### config.mk
export PLATFORM = sky130hd
export DESIGN_NAME = block_rms_meter
export DESIGN_NICKNAME = d
export VERILOG_FILES = /design/src/rtl/rms_pkg.sv /design/src/rtl/block_rms_meter.sv /design/src/rtl/rms_mac.sv /design/src/rtl/rms_div.sv /design/src/rtl/rms_sqrt.sv
export VERILOG_INCLUDE_DIRS = /design/src /design/src/rtl
export SDC_FILE = /design/constraint.sdc
export NUM_CORES = 1
export LEC_CHECK = 0
export ABC_CLOCK_PERIOD_IN_PS = 8100
export BUFFER_PORTS_ARGS = -buffer_cell sky130_fd_sc_hd__buf_2
export CORE_MARGIN = 2
export CORE_UTILIZATION = 30
export CTS_BUF_LIST = sky130_fd_sc_hd__clkbuf_8
export CTS_CLUSTER_DIAMETER = 50
export DETAILED_ROUTE_END_ITERATION = 10
export PLACE_DENSITY = 0.52
export SLEW_MARGIN = 20
export SYNTH_ARGS = -nofsm -noshare
export SYNTH_HDL_FRONTEND = slang
export SYNTH_HIERARCHICAL = 1
export SYNTH_SLANG_ARGS = --single-unit
### constraint.sdc
create_clock -name clk -period 8.1 [get_ports clk]
set_input_delay 1.62 -clock clk [delete_from_list [all_inputs] [get_ports clk]]
set_output_delay 1.62 -clock clk [all_outputs]
set_load 0.01 [all_outputs]
### src/rtl/block_rms_meter_assert.svh
// assertion macros for the rms level meter
`ifndef BLOCK_RMS_METER_ASSERT_SVH
`define BLOCK_RMS_METER_ASSERT_SVH

// property that holds at every clock edge outside reset
`define RMS_ASSERT(lbl, ck, rn, prop, msg) \
	lbl: assert property (@(posedge ck) disable iff (!rn) (prop)) else $error(msg);

// condition that must hold in the cycle after the trigger
`define RMS_ASSERT_NEXT(lbl, ck, rn, ante, cons, msg) \
	lbl: assert property (@(posedge ck) disable iff (!rn) (ante) |=> (cons)) else $error(msg);

`endif

### src/rtl/rms_pkg.sv
// shared constants for the rms level meter
`timescale 1ns / 1ps
package rms_pkg;
	localparam int GAIN_BITS = 16;
	localparam int ACC_BITS = 64;
	localparam int ROOT_BITS = ACC_BITS / 2;
	localparam int APB_ADDR_BITS = 3;
	localparam int APB_DATA_BITS = 32;

	localparam int DEF_SAMPLE_BITS = 24;
	localparam int DEF_MAX_BLOCK_SAMPLES = 65536;
	localparam int DEF_GAIN_FRAC_BITS = 12;

	localparam logic [GAIN_BITS-1:0] GAIN_RESET = 16'd4096;

	// register index taken from paddr above the byte offset
	localparam logic REG_GAIN_IDX = 1'b0;
endpackage

### src/rtl/block_rms_meter.sv
// block rms level meter top level with apb gain register and output register
//
// s_tdata carries one signed sample per word, any channel, interleaved freely;
// s_tlast marks the last sample of a measured block. Each sample is scaled by
// the calibration gain (Q4.12, apb register at address 0, reset to unity),
// clamped, squared and summed into a saturating 64-bit accumulator.
// For each sample a bit-serial shift-add unit runs the gain multiply and then
// the square. s_tready is high only while that unit is idle.
// After a tlast word the sum and count pass to a bit-serial divider and then
// to a bit-serial root unit; the result word is loaded from the root unit into
// the output register, which drives m_tdata.
// Samples of the next block are taken while the divide and root run.
// A finished result sits in the output register until m_tready; a stalled
// receiver holds the root unit, then the accumulator's hand-over, then input.
// Reset clears sums, count, all control and sets the gain to unity.
`timescale 1ns / 1ps
`include "block_rms_meter_assert.svh"
module block_rms_meter import rms_pkg::*; #(
	parameter int SAMPLE_BITS = DEF_SAMPLE_BITS,
	parameter int MAX_BLOCK_SAMPLES = DEF_MAX_BLOCK_SAMPLES,
	parameter int GAIN_FRAC_BITS = DEF_GAIN_FRAC_BITS,
	localparam int COUNT_BITS = $clog2(MAX_BLOCK_SAMPLES + 1),
	localparam int S_TDATA_W = ((SAMPLE_BITS + 7) / 8) * 8,
	localparam int M_TDATA_W = ((SAMPLE_BITS + COUNT_BITS + 7) / 8) * 8
) (
	input  logic                     clk,
	input  logic                     arst_n,
	input  logic                     psel,
	input  logic                     penable,
	input  logic                     pwrite,
	input  logic [APB_ADDR_BITS-1:0] paddr,
	input  logic [APB_DATA_BITS-1:0] pwdata,
	output logic [APB_DATA_BITS-1:0] prdata,
	output logic                     pready,
	input  logic                     s_tvalid,
	output logic                     s_tready,
	input  logic [S_TDATA_W-1:0]     s_tdata,  // sample
	input  logic                     s_tlast,
	output logic                     m_tvalid,
	input  logic                     m_tready,
	output logic [M_TDATA_W-1:0]     m_tdata   // rms_level, sample_count
);
	logic [GAIN_BITS-1:0]   gain_q;
	logic                   cfg_wr;

	logic                   blk_valid;
	logic                   blk_ready;
	logic [ACC_BITS-1:0]    blk_sum;
	logic [COUNT_BITS-1:0]  blk_count;
	logic [COUNT_BITS-1:0]  pend_count_q;

	logic                   div_busy;
	logic                   div_done;
	logic [ACC_BITS-1:0]    quotient;

	logic                   sqrt_busy;
	logic                   sqrt_valid;
	logic                   sqrt_ready;
	logic [ROOT_BITS-1:0]   root;

	logic                   out_valid_q;
	logic [SAMPLE_BITS-1:0] out_rms_q;
	logic [COUNT_BITS-1:0]  out_count_q;

	// gain register
	assign pready = 1'b1;
	assign cfg_wr = psel & penable & pwrite & pready;
	assign prdata = (paddr[APB_ADDR_BITS-1] == REG_GAIN_IDX) ? APB_DATA_BITS'(gain_q) : '0;

	always_ff @(posedge clk or negedge arst_n) begin
		if (!arst_n) begin
			gain_q <= GAIN_RESET;
		end else if (cfg_wr && paddr[APB_ADDR_BITS-1] == REG_GAIN_IDX) begin
			gain_q <= pwdata[GAIN_BITS-1:0];
		end
	end

	rms_mac #(
		.SAMPLE_BITS(SAMPLE_BITS),
		.MAX_BLOCK_SAMPLES(MAX_BLOCK_SAMPLES),
		.GAIN_FRAC_BITS(GAIN_FRAC_BITS)
	) u_mac (
		.clk(clk),
		.arst_n(arst_n),
		.in_valid(s_tvalid),
		.in_ready(s_tready),
		.in_sample(s_tdata[SAMPLE_BITS-1:0]),
		.in_last(s_tlast),
		.gain(gain_q),
		.blk_valid(blk_valid),
		.blk_ready(blk_ready),
		.blk_sum(blk_sum),
		.blk_count(blk_count)
	);

	// the divide and root path holds one block at a time
	assign blk_ready = ~(div_busy | div_done | sqrt_busy);

	always_ff @(posedge clk or negedge arst_n) begin
		if (!arst_n) begin
			pend_count_q <= '0;
		end else if (blk_valid && blk_ready) begin
			pend_count_q <= blk_count;
		end
	end

	rms_div #(
		.COUNT_BITS(COUNT_BITS)
	) u_div (
		.clk(clk),
		.arst_n(arst_n),
		.start(blk_valid & blk_ready),
		.dividend(blk_sum),
		.divisor(blk_count),
		.busy(div_busy),
		.done(div_done),
		.quotient(quotient)
	);

	rms_sqrt u_sqrt (
		.clk(clk),
		.arst_n(arst_n),
		.start(div_done),
		.radicand(quotient),
		.busy(sqrt_busy),
		.out_valid(sqrt_valid),
		.out_ready(sqrt_ready),
		.root(root)
	);

	// output register
	assign sqrt_ready = ~out_valid_q | m_tready;

	always_ff @(posedge clk or negedge arst_n) begin
		if (!arst_n) begin
			out_valid_q <= 1'b0;
			out_rms_q <= '0;
			out_count_q <= '0;
		end else if (sqrt_valid && sqrt_ready) begin
			out_valid_q <= 1'b1;
			out_rms_q <= root[SAMPLE_BITS-1:0];
			out_count_q <= pend_count_q;
		end else if (m_tready) begin
			out_valid_q <= 1'b0;
		end
	end

	assign m_tvalid = out_valid_q;
	assign m_tdata = M_TDATA_W'({out_count_q, out_rms_q});

	`RMS_ASSERT(a_path_single, clk, arst_n, !(div_busy && sqrt_busy), "divider and root unit both busy")
	`RMS_ASSERT_NEXT(a_hand_starts_div, clk, arst_n, blk_valid && blk_ready, div_busy, "hand-over did not start the divider")
	`RMS_ASSERT_NEXT(a_root_loads_out, clk, arst_n, sqrt_valid && sqrt_ready, m_tvalid, "root result not loaded into output register")
	`RMS_ASSERT(a_count_nonzero, clk, arst_n, !out_valid_q || (out_count_q != '0), "result word with zero sample count")
endmodule

### src/rtl/rms_mac.sv
// bit-serial gain scaling, squaring and saturating accumulation
`timescale 1ns / 1ps
module rms_mac import rms_pkg::*; #(
	parameter int SAMPLE_BITS = DEF_SAMPLE_BITS,
	parameter int MAX_BLOCK_SAMPLES = DEF_MAX_BLOCK_SAMPLES,
	parameter int GAIN_FRAC_BITS = DEF_GAIN_FRAC_BITS,
	localparam int COUNT_BITS = $clog2(MAX_BLOCK_SAMPLES + 1)
) (
	input  logic                   clk,
	input  logic                   arst_n,
	input  logic                   in_valid,
	output logic                   in_ready,
	input  logic [SAMPLE_BITS-1:0] in_sample,
	input  logic                   in_last,
	input  logic [GAIN_BITS-1:0]   gain,
	output logic                   blk_valid,
	input  logic                   blk_ready,
	output logic [ACC_BITS-1:0]    blk_sum,
	output logic [COUNT_BITS-1:0]  blk_count
);
	localparam int LO_W = (SAMPLE_BITS > GAIN_BITS) ? SAMPLE_BITS : GAIN_BITS;
	localparam int STEP_W = $clog2(LO_W + 1);
	localparam int PW = SAMPLE_BITS + GAIN_BITS;
	localparam int QW = PW - GAIN_FRAC_BITS;
	localparam int SQ_W = 2 * SAMPLE_BITS;
	localparam logic [COUNT_BITS-1:0] COUNT_MAX = COUNT_BITS'(MAX_BLOCK_SAMPLES);

	typedef enum logic [2:0] {
		ST_IDLE,
		ST_MUL,
		ST_CLAMP,
		ST_SQR,
		ST_ACC,
		ST_HAND
	} state_t;

	state_t                  state_q;
	logic [STEP_W-1:0]       step_q;
	logic                    last_q;
	logic signed [SAMPLE_BITS:0] mcand_q;
	logic [LO_W-1:0]         mplr_q;
	logic signed [SAMPLE_BITS:0] hi_q;
	logic [LO_W-1:0]         lo_q;
	logic [ACC_BITS-1:0]     sum_q;
	logic [COUNT_BITS-1:0]   count_q;

	logic signed [SAMPLE_BITS:0]   addend;
	logic signed [SAMPLE_BITS+1:0] add_s;
	logic [PW-1:0]                 prod;
	logic [QW-1:0]                 scaled;
	logic [QW-SAMPLE_BITS:0]       scaled_top;
	logic                          in_range;
	logic [SAMPLE_BITS-1:0]        clamped;
	logic [SAMPLE_BITS-1:0]        mag;
	logic [SQ_W-1:0]               square;
	logic [ACC_BITS:0]             acc_s;
	logic [ACC_BITS-1:0]           sum_next;
	logic [COUNT_BITS-1:0]         count_next;

	// one shift-add step per cycle
	always_comb begin
		addend = mplr_q[0] ? mcand_q : '0;
		add_s = {hi_q[SAMPLE_BITS], hi_q} + {addend[SAMPLE_BITS], addend};
	end

	// floor shift of the scaled product, then clamp to the sample range
	always_comb begin
		prod = {hi_q[SAMPLE_BITS-1:0], lo_q[LO_W-1 -: GAIN_BITS]};
		scaled = prod[PW-1:GAIN_FRAC_BITS];
		scaled_top = scaled[QW-1:SAMPLE_BITS-1];
		in_range = (&scaled_top) | ~(|scaled_top);
		if (in_range) begin
			clamped = scaled[SAMPLE_BITS-1:0];
		end else if (scaled[QW-1]) begin
			clamped = {1'b1, {(SAMPLE_BITS-1){1'b0}}};
		end else begin
			clamped = {1'b0, {(SAMPLE_BITS-1){1'b1}}};
		end
		mag = clamped[SAMPLE_BITS-1] ? (~clamped) + {{(SAMPLE_BITS-1){1'b0}}, 1'b1} : clamped;
	end

	always_comb begin
		square = {hi_q[SAMPLE_BITS-1:0], lo_q[LO_W-1 -: SAMPLE_BITS]};
		acc_s = {1'b0, sum_q} + (ACC_BITS+1)'(square);
		sum_next = acc_s[ACC_BITS] ? '1 : acc_s[ACC_BITS-1:0];
		count_next = (count_q == COUNT_MAX) ? count_q : count_q + 1'b1;
	end

	always_ff @(posedge clk or negedge arst_n) begin
		if (!arst_n) begin
			state_q <= ST_IDLE;
			step_q <= '0;
			last_q <= 1'b0;
			mcand_q <= '0;
			mplr_q <= '0;
			hi_q <= '0;
			lo_q <= '0;
			sum_q <= '0;
			count_q <= '0;
		end else begin
			case (state_q)
				ST_IDLE: begin
					if (in_valid) begin
						mcand_q <= {in_sample[SAMPLE_BITS-1], in_sample};
						mplr_q <= LO_W'(gain);
						hi_q <= '0;
						step_q <= '0;
						last_q <= in_last;
						state_q <= ST_MUL;
					end
				end
				ST_MUL, ST_SQR: begin
					hi_q <= add_s[SAMPLE_BITS+1:1];
					lo_q <= {add_s[0], lo_q[LO_W-1:1]};
					mplr_q <= mplr_q >> 1;
					step_q <= step_q + 1'b1;
					if (state_q == ST_MUL && step_q == STEP_W'(GAIN_BITS - 1)) begin
						state_q <= ST_CLAMP;
					end else if (state_q == ST_SQR && step_q == STEP_W'(SAMPLE_BITS - 1)) begin
						state_q <= ST_ACC;
					end
				end
				ST_CLAMP: begin
					mcand_q <= {1'b0, mag};
					mplr_q <= LO_W'(mag);
					hi_q <= '0;
					step_q <= '0;
					state_q <= ST_SQR;
				end
				ST_ACC: begin
					sum_q <= sum_next;
					count_q <= count_next;
					state_q <= last_q ? ST_HAND : ST_IDLE;
				end
				ST_HAND: begin
					if (blk_ready) begin
						sum_q <= '0;
						count_q <= '0;
						state_q <= ST_IDLE;
					end
				end
				default: begin
					state_q <= ST_IDLE;
				end
			endcase
		end
	end

	assign in_ready = (state_q == ST_IDLE);
	assign blk_valid = (state_q == ST_HAND);
	assign blk_sum = sum_q;
	assign blk_count = count_q;
endmodule

### src/rtl/rms_div.sv
// restoring divider, one quotient bit per cycle
`timescale 1ns / 1ps
module rms_div import rms_pkg::*; #(
	parameter int COUNT_BITS = $clog2(DEF_MAX_BLOCK_SAMPLES + 1)
) (
	input  logic                  clk,
	input  logic                  arst_n,
	input  logic                  start,
	input  logic [ACC_BITS-1:0]   dividend,
	input  logic [COUNT_BITS-1:0] divisor,
	output logic                  busy,
	output logic                  done,
	output logic [ACC_BITS-1:0]   quotient
);
	localparam int STEP_W = $clog2(ACC_BITS);

	typedef enum logic {
		DV_IDLE,
		DV_RUN
	} state_t;

	state_t                state_q;
	logic [STEP_W-1:0]     step_q;
	logic [ACC_BITS-1:0]   dvd_q;
	logic [COUNT_BITS-1:0] rem_q;
	logic [COUNT_BITS-1:0] dsr_q;
	logic                  done_q;

	logic [COUNT_BITS:0] trial;
	logic [COUNT_BITS:0] diff;
	logic                fits;

	always_comb begin
		trial = {rem_q, dvd_q[ACC_BITS-1]};
		diff = trial - {1'b0, dsr_q};
		fits = (trial >= {1'b0, dsr_q});
	end

	always_ff @(posedge clk or negedge arst_n) begin
		if (!arst_n) begin
			state_q <= DV_IDLE;
			step_q <= '0;
			dvd_q <= '0;
			rem_q <= '0;
			dsr_q <= '0;
			done_q <= 1'b0;
		end else begin
			done_q <= 1'b0;
			case (state_q)
				DV_IDLE: begin
					if (start) begin
						dvd_q <= dividend;
						dsr_q <= divisor;
						rem_q <= '0;
						step_q <= '0;
						state_q <= DV_RUN;
					end
				end
				DV_RUN: begin
					rem_q <= fits ? diff[COUNT_BITS-1:0] : trial[COUNT_BITS-1:0];
					dvd_q <= {dvd_q[ACC_BITS-2:0], fits};
					step_q <= step_q + 1'b1;
					if (step_q == STEP_W'(ACC_BITS - 1)) begin
						done_q <= 1'b1;
						state_q <= DV_IDLE;
					end
				end
				default: begin
					state_q <= DV_IDLE;
				end
			endcase
		end
	end

	assign busy = (state_q == DV_RUN);
	assign done = done_q;
	assign quotient = dvd_q;
endmodule

### src/rtl/rms_sqrt.sv
// digit-by-digit integer square root, one root bit per cycle
`timescale 1ns / 1ps
module rms_sqrt import rms_pkg::*; (
	input  logic                 clk,
	input  logic                 arst_n,
	input  logic                 start,
	input  logic [ACC_BITS-1:0]  radicand,
	output logic                 busy,
	output logic                 out_valid,
	input  logic                 out_ready,
	output logic [ROOT_BITS-1:0] root
);
	localparam int STEP_W = $clog2(ROOT_BITS);

	typedef enum logic [1:0] {
		SQ_IDLE,
		SQ_RUN,
		SQ_DONE
	} state_t;

	state_t               state_q;
	logic [STEP_W-1:0]    step_q;
	logic [ACC_BITS-1:0]  x_q;
	logic [ROOT_BITS:0]   rem_q;
	logic [ROOT_BITS-1:0] root_q;

	logic [ROOT_BITS+1:0] trial_rem;
	logic [ROOT_BITS+1:0] trial_sub;
	logic [ROOT_BITS+1:0] diff;
	logic                 fits;

	// remainder stays at most twice the partial root, so its top bit is zero here
	always_comb begin
		trial_rem = {rem_q[ROOT_BITS-1:0], x_q[ACC_BITS-1 -: 2]};
		trial_sub = {root_q, 2'b01};
		diff = trial_rem - trial_sub;
		fits = (trial_rem >= trial_sub);
	end

	always_ff @(posedge clk or negedge arst_n) begin
		if (!arst_n) begin
			state_q <= SQ_IDLE;
			step_q <= '0;
			x_q <= '0;
			rem_q <= '0;
			root_q <= '0;
		end else begin
			case (state_q)
				SQ_IDLE: begin
					if (start) begin
						x_q <= radicand;
						rem_q <= '0;
						root_q <= '0;
						step_q <= '0;
						state_q <= SQ_RUN;
					end
				end
				SQ_RUN: begin
					rem_q <= fits ? diff[ROOT_BITS:0] : trial_rem[ROOT_BITS:0];
					root_q <= {root_q[ROOT_BITS-2:0], fits};
					x_q <= {x_q[ACC_BITS-3:0], 2'b00};
					step_q <= step_q + 1'b1;
					if (step_q == STEP_W'(ROOT_BITS - 1)) begin
						state_q <= SQ_DONE;
					end
				end
				SQ_DONE: begin
					if (out_ready) begin
						state_q <= SQ_IDLE;
					end
				end
				default: begin
					state_q <= SQ_IDLE;
				end
			endcase
		end
	end

	assign busy = (state_q != SQ_IDLE);
	assign out_valid = (state_q == SQ_DONE);
	assign root = root_q;
endmodule
# [Word-level counts from Yosys, hierarchy flattened]
# Cells that the tools add are included.
[classes] add_sub_neg=9 multipliers=0 div=0 n_lt_le_gt_ge=2 n_eq_ne=20 shifts=0 n_mux=52 bitwise_logic=13 reduce_logical=25
[op_table] op="$pmux 64 s2" count=3
[op_table] op="$mux 64" count=4
[op_table] op="$pmux 32 s2" count=2
[op_table] op="$mux 24" count=4
[op_table] op="$mux 32" count=3
[op_table] op="$mux 25" count=3
[op_table] op="$pmux 25 s3" count=1
[op_table] op="$pmux 24 s3" count=1
[op_table] op="$mux 17" count=4
[op_table] op="$pmux 17 s2" count=2
[op_table] op="$add 64x48->65" count=1
[op_table] op="$pmux 25 s2" count=1
[op_table] op="$ge 34x34->1" count=1
[op_table] op="$sub 32x32->32" count=1
[op_table] op="$add 25x25->26" count=1
[op_table] op="$add 24x1->24 const B" count=1
[op_table] op="$not 24->24" count=1
[op_table] op="$ge 18x17->1" count=1
[op_table] op="$add 17x1->17 const B" count=1
[op_table] op="$eq 17x17->1 const B" count=1
[op_table] op="$sub 17x17->17" count=1
[op_table] op="$mux 16" count=1
[op_table] op="$mux 3" count=5
[op_table] op="$pmux 3 s5" count=1
[op_table] op="other kinds (35)" count=76
[word_totals] reg_bits=504 latch_bits=0 ram_bits=0 romBits=0 input_bits=67 output_inout_bits=83 n_memories=0

# [Logic depth before layout (Yosys ltp)]
# Gate-level depths: netlist (run 1).
[logic_depth] ltp_word=8 depth_mapped=15 depth_no_buf=14

# [By module]
# The synthesis (run 1) kept the hierarchy.
[modules_own_cells] mod="rms_mac" n_inst=1 cells_per_inst=1523 area_each_um2=12881.1 seq_area_each_um2=4704.5
[modules_own_cells] mod="rms_sqrt" n_inst=1 cells_per_inst=845 area_each_um2=7523.5 seq_area_each_um2=3378.2
[modules_own_cells] mod="rms_div" n_inst=1 cells_per_inst=578 area_each_um2=5552.8 seq_area_each_um2=2652.5
[modules_own_cells] mod="block_rms_meter" n_inst=1 cells_per_inst=205 area_each_um2=3176.8 seq_area_each_um2=1878.1

# [Worst setup path after synthesis (run 1)]
# Ideal clock, no wire load.
[synth_path] path_kind="input to output" startpoint="input port paddr[2]" endpoint="output port prdata[10]" arrival_time_ns=2.004 required_ns=6.480 path_slack_ns=4.476 cell_stages=2 cell_sequence="clkbuf_1 nor2b_1"
[synth_via] elab_chain_cells=1
[synth_lines] item="start, declared" line_no="block_rms_meter.sv:31" rtl="input logic [APB_ADDR_BITS-1:0] paddr,"
[synth_lines] item="$mux 16" line_no="block_rms_meter.sv:68" rtl="assign prdata = (paddr[APB_ADDR_BITS-1] == REG_GAIN_IDX) ? APB_DATA_BITS'(gain_q) : '0;"
[synth_lines] item="end, declared" line_no="block_rms_meter.sv:33" rtl="output logic [APB_DATA_BITS-1:0] prdata,"
# No other way between the ends.

# [Final worst setup path (run 1)]
[layout_path] startpoint="register u_mac.mplr_q[0]" endpoint="register u_mac.hi_q[23]"
[layout_via] elab_chain_cells=3
[layout_lines] item="start, declared" line_no="rms_mac.sv:41" rtl="logic [LO_W-1:0] mplr_q;"
[layout_lines] item="start signal, assigned" line_no="rms_mac.sv:105" rtl="mplr_q <= LO_W'(gain);"
[layout_lines] item="start signal, assigned" line_no="rms_mac.sv:115" rtl="mplr_q <= mplr_q >> 1;"
[layout_lines] item="start signal, assigned" line_no="rms_mac.sv:125" rtl="mplr_q <= LO_W'(mag);"
[layout_lines] item="$mux 25" line_no="rms_mac.sv:62" rtl="addend = mplr_q[0] ? mcand_q : '0;"
[layout_lines] item="$add 25x25->26" line_no="rms_mac.sv:63" rtl="add_s = {hi_q[SAMPLE_BITS], hi_q} + {addend[SAMPLE_BITS], addend};"
[layout_lines] item="$pmux 25 s3" line_no="rms_mac.sv:101" rtl="case (state_q)"
[layout_lines] item="end signal, assigned" line_no="rms_mac.sv:113" rtl="hi_q <= add_s[SAMPLE_BITS+1:1];"
[layout_lines] item="end, declared" line_no="rms_mac.sv:42" rtl="logic signed [SAMPLE_BITS:0] hi_q;"
# No other way between the ends.
# A chain may end at the register's enable or synchronous reset.

==> results.json, run 1 <==
{
  "power_frac_seq_pct": 34.5,
  "dr_total_vias": 23000,
  "p_clk_share_pct": 22.4,
  "drive_above_1_share_pct": 12.8,
  "path_clk_slew_ps": 60,
  "ctsResizeCount": 0,
  "vias_per_cell": 5.05,
  "core_sq_um": 96400,
  "p_comb_share_pct": 43.1,
  "crit_arrival_ps": 4600,
  "grt_pass1_vias": 22700,
  "leakagePower_uw": 0.0148,
  "numPortBuffers": 107,
  "antenna_found_initial": 2,
  "grt_use_total_pct": 14.5,
  "status": "finished, final reports clean",
  "ios": 150,
  "wl_per_cell_microns": 15.8,
  "fin_cells": 4552,
  "grt_first_pass_wirelength_mm": 121,
  "synth-seq-cells": 504,
  "syn2layout_area_growth_pct": 12.1,
  "whs_path_depth": 1,
  "max-slew-margin-rel_pct": 26.1,
  "die_w_microns": 316,
  "drc": 0,
  "final_cell_mix": "dfrtp_1 (500), nand2_1 (447), o21ai_0 (345), a21oi_1 (212), nor2_1 (144)",
  "clk-insertion-delay-late_ps": 710,
  "die_area_sq_um": 99600,
  "fp-row-count": 114,
  "nNetsFinal": 3410,
  "hold_path.class": "reg2reg",
  "htreeDepth": 3,
  "power.internal_uw": 6370,
  "setup_slack_ps": 4060,
  "synth-edff-count": 0,
  "grt_max_degree": 134,
  "switching_share_pct": 41.5,
  "ys_seq_area_share_pct": 43.3,
  "clock_skew_ps": 36.4,
  "synth.yosys.warnings": 6,
  "totalWireLength_mm": 71.8,
  "post-place-ws_ps": 4010,
  "path_max_fanout": 26,
  "cts_sinks": 504,
  "overflow": 0,
  "drt_pre_antenna_iters": 5,
  "syn-cell-area_sq_um": 29100,
  "cts.path.max_buffers": 3,
  "start_kind": "register",
  "synth_cell_types": 103,
  "worstSetupEndpointType": "register",
  "gp_congestion": 0.814,
  "final_hold_viol_count": 0,
  "synth-main-ff-cell": "dfrtp_1",
  "fmax_mhz": 247,
  "cp.required_ps": 8660,
  "max-vdd-ir-drop_mv": 0.178,
  "cts_tree": "yes",
  "cts-root-buf": "clkbuf_8",
  "avgSynthCellArea_sq_um": 9.25,
  "fin_setup_tns_ps": 0,
  "report.final.setup_viol": 0,
  "drv_cap": 0,
  "die_h_microns": 316,
  "slew_viol_final": 0,
  "ff2ff_path_depth": 14,
  "cts_buffers": 92,
  "syn_inst": 3151,
  "layout.cells.most_common": "dfrtp_1",
  "dp_cells": 4389,
  "hpwl_mm": 48.7,
  "rsz0062_at_grt": "false",
  "fin_crit_sh_pct": 49.9,
  "postCtsSetupBuffers": 0,
  "crit_type": "reg2reg",
  "ant_nets": 0,
  "tightest_slew_ps": 1100,
  "drtIter0Drc": 1368,
  "p_per_area_nw_per_um2": 333,
  "fin_crit_ps": 4040,
  "async_flop_share_pct": 100,
  "initial_utilization_pct": 30.2,
  "ctsHoldBuffers": 0,
  "p_sw_uw": 4520
}
-- worst max-delay path, stage by stage, from the launching register on --
cell and delay (ps):
dfrtp_1 640, and2_1 300, ha_1 190, inv_1 70
fa_1 210, nor2b_1 70, o31ai_1 490, a211oi_1 230
o311ai_1 470, a21oi_1 150, o21ai_0 510, o21ai_0 160
a21oi_1 200, xor2_1 150, o21ai_0 80
-- cells by family (layout without fill, tap and decap cells) --
kind of cell | after synthesis | after routing | synth area share (%)
compound gates | 1012 | 1012 | 21.9
simple gates | 899 | 899 | 14.2
flops | 504 | 504 | 43.3
buf+inv | 299 | 399 | 4.51
mux | 181 | 181 | 6.66
fa+ha+maj | 135 | 135 | 5.88
xor+xnor | 119 | 119 | 3.58
other cells | 2 | 27 | 0.0258
-- power groups by stage --
stage / sequential (uW) / combinational, uW / clock, uW
2_1_floorplan: 3530 / 3800 / 0
3_5_place_dp: 3800 / 4680 / 0
6_report: 3760 / 4700 / 2440
3_3_place_gp: 3800 / 4640 / 0
5_1_grt: 3860 / 5330 / 2650
4_1_cts: 3760 / 4700 / 2530
-- layout make-up --
cell class	count	area (sq um)
clock buffer	114	1570
antenna	3	7.51
fill	10000	63800
sequential	504	12600
inverter	99	372
tap	1276	1600
clock inverter	45	284
timing repair buffer	141	841
multi-input combinational	2370	15400
-- layer usage --
| metal | share of wire (%) | global-route usage, % | vias up |
|---|---|---|---|
| li1 | - | - | 11500 |
| met1 | 49 | 20.1 | 11000 |
| met2 | 44 | 23.1 | 442 |
| met3 | 4.4 | 2.62 | 112 |
| met4 | 2.1 | 3.88 | 0 |
| met5 | 0 | 0 | - |
-- registers in the layout (all words and copies together), names as in the netlist, 2 cells and up --
| register | count |
|---|---|
| gain_q | 16 |
| out_count_q | 17 |
| out_rms_q | 24 |
| pend_count_q | 17 |
| u_div/dsr_q | 17 |
| u_div/quotient | 64 |
| u_div/rem_q | 17 |
| u_div/step_q | 6 |
| u_mac/blk_count | 17 |
| u_mac/blk_sum | 64 |
| u_mac/hi_q | 25 |
| u_mac/lo_q | 24 |
| u_mac/mcand_q | 25 |
| u_mac/mplr_q | 24 |
| u_mac/state_q | 3 |
| u_mac/step_q | 5 |
| u_sqrt/rem_q | 32 |
| u_sqrt/root | 32 |
| u_sqrt/state_q | 2 |
| u_sqrt/step_q | 5 |
| u_sqrt/x_q | 64 |
-- Yosys cell counts (7+ instances only) --
cell	instances	area share, %
a211oi_1	20	0.52
a21o_1	76	2.0
a21oi_1	213	3.7
a221o_1	9	0.31
a22o_1	11	0.33
a22oi_1	71	1.8
a31oi_1	66	1.4
a32oi_1	12	0.36
and2_1	32	0.69
and3_1	24	0.52
and4_1	10	0.30
buf_1	10	0.13
buf_2	7	0.12
buf_4	33	0.85
clkbuf_1	143	1.8
dfrtp_1	503	43
ha_1	132	5.7
inv_1	99	1.3
mux2_2	67	2.6
mux2_4	9	0.46
mux2i_1	105	3.6
nand2_1	450	5.8
nand2b_1	23	0.49
nand3_1	43	0.74
nand4_1	34	0.73
nor2_1	146	1.9
nor2b_1	33	0.71
nor3_1	42	0.72
o211ai_1	17	0.44
o21a_1	18	0.46
o21ai_0	346	5.9
o21ai_1	12	0.21
o21bai_1	22	0.57
o22ai_1	14	0.30
o31ai_1	11	0.28
or2_2	10	0.21
or3_1	15	0.32
xnor2_1	52	1.6
xor2_1	67	2.0
-- path summary, 6_finish.rpt --
path	from	endpoint	slack (ps)
min in group asynchronous	arst_n	out_count_q[11]	970
hold / removal	u_mac/mplr_q[3]	u_mac/mplr_q[3]	480
max in group asynchronous	arst_n	out_count_q[16]	5690
hold reg to reg	u_mac/mplr_q[3]	u_mac/mplr_q[3]	480
setup reg to reg	u_mac/mplr_q[0]	u_mac/hi_q[23]	4060
setup / recovery	u_mac/mplr_q[0]	u_mac/hi_q[23]	4060
-- per-stage QoR --
step	hold WS (ps)	utilization [%]	area [sq um]	total power, uW
floorplan	446	-	29200	7330
global placement	461	31.9	30700	8440
detailed placement	467	31.9	30800	8480
CTS	479	33.8	32600	11000
global route	495	33.9	32700	11800
finish	479	33.9	32700	10900
Note: power is estimated with default switching activity, not from simulation.
==> run 2, diff against run 1 <==
- ABC_CLOCK_PERIOD_IN_PS: 8100 -> 4150
- clock period: 8.1 -> 4.15 ns (I/O delays scaled with it)
==> run 2 against run 1 <==
Net effect: die area stayed put; worst setup slack worse by 3500 ps; register-to-register slack worse by 3500 ps; clock power is 100% higher; clock skew is 5.1 ps higher; final area is 0.95% higher; global-route usage is 0.27 points higher; non-clock buffer count is 22 higher; cell count is 0.68% higher; wire length is 1.2% higher; critical endpoint is now u_mac/blk_sum[48]; largest cell class unchanged; largest power group unchanged.
==> results.json, run 2 (synthesized netlist as in run 1, its figures left out) <==
{
  "status": "finished, final reports clean",
  "fin_crit_ps": 3570,
  "overflow": 0,
  "stdcell_area_sq_um": 33000,
  "path_common_cell": "a211oi_1",
  "die_area_sq_um": 99600,
  "switching_share_pct": 41.2,
  "p_per_area_nw_per_um2": 647,
  "path_clk_slew_ps": 60,
  "worstSetupEndpointType": "register",
  "fin_cells": 4583,
  "drtIter0Drc": 1383,
  "cp.required_ps": 4690,
  "ctsResizeCount": 0,
  "path_max_fanout": 7,
  "tightest_slew_ps": 1090,
  "dr_total_vias": 23100,
  "p_comb_share_pct": 42.9,
  "clock_skew_ps": 41.6,
  "vias_per_cell": 5.04,
  "totalWireLength_mm": 72.6,
  "placed_area_sq_um": 31000,
  "fin_setup_tns_ps": 0,
  "fin_util_pct": 34.2,
  "ant_nets": 0,
  "p_clk_share_pct": 23.0,
  "dp_cells": 4412,
  "grt_max_degree": 133,
  "drt_pre_antenna_iters": 5,
  "cts_tree": "yes",
  "max-slew-margin-rel_pct": 27.4,
  "path_cells": "ha_1 -> fa_1 -> a211oi_1 -> nor4_1 -> nor2_1 -> a311o_1 -> a21oi_2 -> o2111ai_2 -> buf_4 -> nand2_1 -> a31oi_4 -> and2_1 -> a211oi_1",
  "postCtsSetupBuffers": 0,
  "report.final.setup_viol": 0,
  "antenna_found_initial": 1,
  "leakagePower_uw": 0.0150,
  "slowest_stage": "fa_1",
  "ff2ff_path_depth": 13,
  "fmax_mhz": 280,
  "num-fill-cells": 10000,
  "gp_congestion": 0.820,
  "cts_buffers": 95,
  "layout.cells.most_common": "dfrtp_1",
  "fp-row-count": 114,
  "drive_above_1_share_pct": 13.4,
  "fin_crit_sh_pct": 86.1,
  "cts-root-buf": "clkbuf_8",
  "final_cell_mix": "dfrtp_1 (500), nand2_1 (447), o21ai_0 (345), a21oi_1 (212), nor2_1 (144)",
  "max-vdd-ir-drop_mv": 0.275,
  "core_sq_um": 96400,
  "hold_path.class": "in2async",
  "nNetsFinal": 3435,
  "power_frac_seq_pct": 34.0,
  "r2r_slack_ps": 580,
  "syn2layout_area_growth_pct": 13.2,
  "ios": 150,
  "die_h_microns": 316,
  "numPortBuffers": 107,
  "grt_pass1_vias": 22700,
  "final_hold_viol_count": 0,
  "slew_viol_final": 0,
  "max_stage_delay_ps": 430,
  "crit_path_start": "u_mac/blk_sum[0]",
  "cts.path.max_buffers": 3,
  "htreeDepth": 3,
  "hpwl_mm": 50.7,
  "start_kind": "register",
  "multiInputGateArea_sq_um": 15400,
  "grt_use_total_pct": 14.7,
  "grt_first_pass_wirelength_mm": 122,
  "drc": 0,
  "rsz0062_at_grt": "false",
  "crit_arrival_ps": 4120,
  "drv_cap": 0,
  "wl_per_cell_microns": 15.8,
  "register_area_sq_um": 12600,
  "ctsHoldBuffers": 0,
  "initial_utilization_pct": 30.2,
  "p_sw_uw": 8790,
  "crit_type": "reg2reg",
  "cts_sinks": 504,
  "r2r-start": "u_mac/blk_sum[0]",
  "total_power_uw": 21300,
  "power.internal_uw": 12600,
  "die_w_microns": 316,
  "clk-insertion-delay-late_ps": 720
}
-- run 2: changes by cell type in the layout (fill, tap and decap cells not counted), sizes merged --
cell	before	now
clkinvlp	6	7
clkbuf	114	119
buf	141	163
inv	125	133
clkinv	11	8
diode	3	1
-- run 2: worst max-delay path: cells and delay by family, from the launching register on --
kind            cells  cell delay, ps
flops               1             410
simple gates        4             730
fa+ha+maj           2             690
compound gates      6            1400
buf+inv             1             170
-- run 2: per-stage QoR --
step,hold WS (ps),setup WS (ps)
final,183,578
after global placement,462,508
after global routing,204,341
after CTS,173,487
after detailed placement,470,513
after floorplan,446,820
-- run 2: power by group through the flow --
| stage | Clock (uW) | Sequential [uW] | Combinational, uW |
|---|---|---|---|
| 2_1_floorplan | 0 | 6890 | 7420 |
| 3_3_place_gp | 0 | 7320 | 9090 |
| 3_5_place_dp | 0 | 7350 | 9140 |
| 4_1_cts | 5100 | 7260 | 9180 |
| 5_1_grt | 5350 | 7450 | 10400 |
| 6_report | 4920 | 7260 | 9160 |
-- run 2: worst paths after layout --
| check | to |
|---|---|
| max in group asynchronous | u_mac/lo_q[22] |
| setup reg to reg | u_mac/blk_sum[48] |
| hold / removal | out_count_q[9] |
| setup / recovery | u_mac/blk_sum[48] |
| hold reg to reg | u_mac/mplr_q[6] |
| min in group clk | gain_q[10] |
-- run 2: per-layer routing --
layer	GRT usage [%]	wire length, microns
met1	21.0	36200
met2	23.0	32200
met3	2.79	2940
met4	3.55	1310
met5	0	0
-- run 2: layout make-up --
class / instances / area share (%)
antenna: 1 / 0.00759
sequential: 504 / 38.3
inverter: 99 / 1.13
clock inverter: 51 / 0.934
clock buffer: 119 / 4.97
multi-input combinational: 2370 / 46.6
timing repair buffer: 163 / 3.24
tap: 1276 / 4.84
==> run 3, diff against run 2 <==
--- a/config.mk
+++ b/config.mk
@@ -15,5 +15,4 @@
 export DETAILED_ROUTE_END_ITERATION = 10
 export PLACE_DENSITY = 0.52
-export SLEW_MARGIN = 20
 export SYNTH_ARGS = -nofsm -noshare
 export SYNTH_HDL_FRONTEND = slang
==> constraint.sdc (replaced) <==
create_clock -name clk -period 4.15 [get_ports clk]
set_input_delay 0.415 -clock clk [delete_from_list [all_inputs] [get_ports clk]]
set_output_delay 0.415 -clock clk [all_outputs]
set_load 0.01 [all_outputs]
==> run 3 against run 2 <==
Net effect: core utilization rose by 0.26 points; critical endpoint is now u_mac/blk_sum[52]; global-route usage is 0.20 points lower; final area rose by 0.76%; largest cell class unchanged; non-clock buffer count up 37.
==> results.json, run 3 (synthesized netlist as in run 1, its figures left out) <==
{
  "crit_type": "reg2reg",
  "fin_cells": 4614,
  "initial_utilization_pct": 30.2,
  "status": "finished, final reports clean",
  "crit_arrival_ps": 4180,
  "final_hold_viol_count": 0,
  "drive_above_1_share_pct": 13.0,
  "leakagePower_uw": 0.0151,
  "htreeDepth": 3,
  "fmax_mhz": 277,
  "grt_max_degree": 131,
  "drt_pre_antenna_iters": 5,
  "drtIter0Drc": 1289,
  "layout.cells.most_common": "dfrtp_1",
  "ios": 150,
  "start_kind": "register",
  "vias_per_cell": 5.04,
  "cts_buffers": 93,
  "totalWireLength_mm": 72.5,
  "num-fill-cells": 10000,
  "rsz0062_at_grt": "false",
  "cts_sinks": 504,
  "ctsResizeCount": 0,
  "die_h_microns": 316,
  "final_cell_mix": "dfrtp_1 (500), nand2_1 (447), o21ai_0 (345), a21oi_1 (212), nor2_1 (144)",
  "postCtsSetupBuffers": 0,
  "cts_tree": "yes",
  "fin_crit_ps": 3610,
  "register_area_sq_um": 12600,
  "wl_per_cell_microns": 15.7,
  "worst_r2r_endpoint": "u_mac/blk_sum[52]",
  "fp-row-count": 114,
  "clk-insertion-delay-late_ps": 730,
  "r2r-start": "u_mac/blk_sum[10]",
  "max-vdd-ir-drop_mv": 0.274,
  "worstSetupEndpointType": "register",
  "antenna_found_initial": 1,
  "core_sq_um": 96400,
  "tightest_slew_ps": 1090,
  "ff2ff_path_depth": 12,
  "ant_nets": 0,
  "cp.required_ps": 4720,
  "dp_cells": 4410,
  "slew_viol_final": 0,
  "ctsHoldBuffers": 39,
  "r2r_slack_ps": 540,
  "fin_setup_tns_ps": 0,
  "syn2layout_area_growth_pct": 14.0,
  "multiInputGateArea_sq_um": 15400,
  "grt_use_total_pct": 14.5,
  "dr_total_vias": 23200,
  "cts-root-buf": "clkbuf_8",
  "gp_congestion": 0.854,
  "nNetsFinal": 3470,
  "stdcell_area_sq_um": 33200,
  "grt_first_pass_wirelength_mm": 121,
  "clock_skew_ps": 72.4,
  "report.final.setup_viol": 0,
  "whs_path_depth": 3,
  "whs_endpoint": "u_mac/mcand_q[3]",
  "min_from": "s_tdata[3]",
  "die_w_microns": 316,
  "hold_path.class": "in2reg",
  "path_clk_slew_ps": 60,
  "overflow": 0,
  "max-slew-margin-rel_pct": 27.1,
  "drv_cap": 0,
  "p_per_area_nw_per_um2": 638,
  "cts.path.max_buffers": 3,
  "numPortBuffers": 107,
  "placed_area_sq_um": 31000,
  "grt_pass1_vias": 23000,
  "hpwl_mm": 50.2,
  "path_max_fanout": 7,
  "die_area_sq_um": 99600,
  "drc": 0,
  "fin_crit_sh_pct": 87.0
}
[run 3: worst max path at each step]
stage                              to  slack [ps]         startpoint
finish              u_mac/blk_sum[52]         540  u_mac/blk_sum[10]
floorplan             u_div/step_q[5]         820  u_sqrt/state_q[0]
detailed placement  u_mac/blk_sum[52]         540     u_mac/lo_q[11]
global placement    u_mac/blk_sum[48]         540   u_mac/blk_sum[0]
CTS                 u_mac/blk_sum[52]         540  u_mac/blk_sum[10]
global route        u_mac/blk_sum[52]         250  u_mac/blk_sum[10]
[run 3: final cells by class]
cell class              count  share of cell area [%]
diodes                      1                 0.00753
repair buffers            200                    4.34
clock inverters            54                   0.938
clock buffers             110                    4.56
well taps                1276                    4.81
flip-flops and latches    504                    38.0
multi-input cells        2370                    46.2
inverters                  99                    1.12
[run 3: power by group]
| part | switching, uW | internal (uW) |
|---|---|---|
| clock network | 2210 | 2490 |
| registers | 1190 | 6100 |
| logic | 5420 | 3800 |
| total | 8820 | 12400 |
[run 3: per-layer routing]
metal | vias to the layer above | part of all wire [%] | track usage (%)
met4 | 0 | 2.2 | 3.96
met5 | - | 0 | 0
met3 | 113 | 3.4 | 2.40
met2 | 402 | 45 | 23.1
li1 | 11600 | - | -
met1 | 11200 | 49 | 20.4
[run 3: through the flow]
step / setup WS, ps / total power (uW) / hold slack, ps / utilization, %
after floorplan: 820 / 14300 / 119 / -
after global placement: 537 / 16500 / 462 / 32.2
after detailed placement: 537 / 16500 / 466 / 32.2
final: 539 / 21200 / 72.2 / 34.5
after global routing: 254 / 23000 / 26.6 / 34.5
after CTS: 542 / 21400 / 4.55 / 34.5
[run 3: worst max-delay path: stages (launching register included)]
cell       delay, ps
dfrtp_1          400
ha_1             430
nand4_2          160
nor4_1           310
nor2_1           140
a311o_1          340
a21oi_2          260
o2111ai_2        180
a211o_1          410
a21oi_2          370
buf_4            210
nor3b_1          190
nor3_1            70
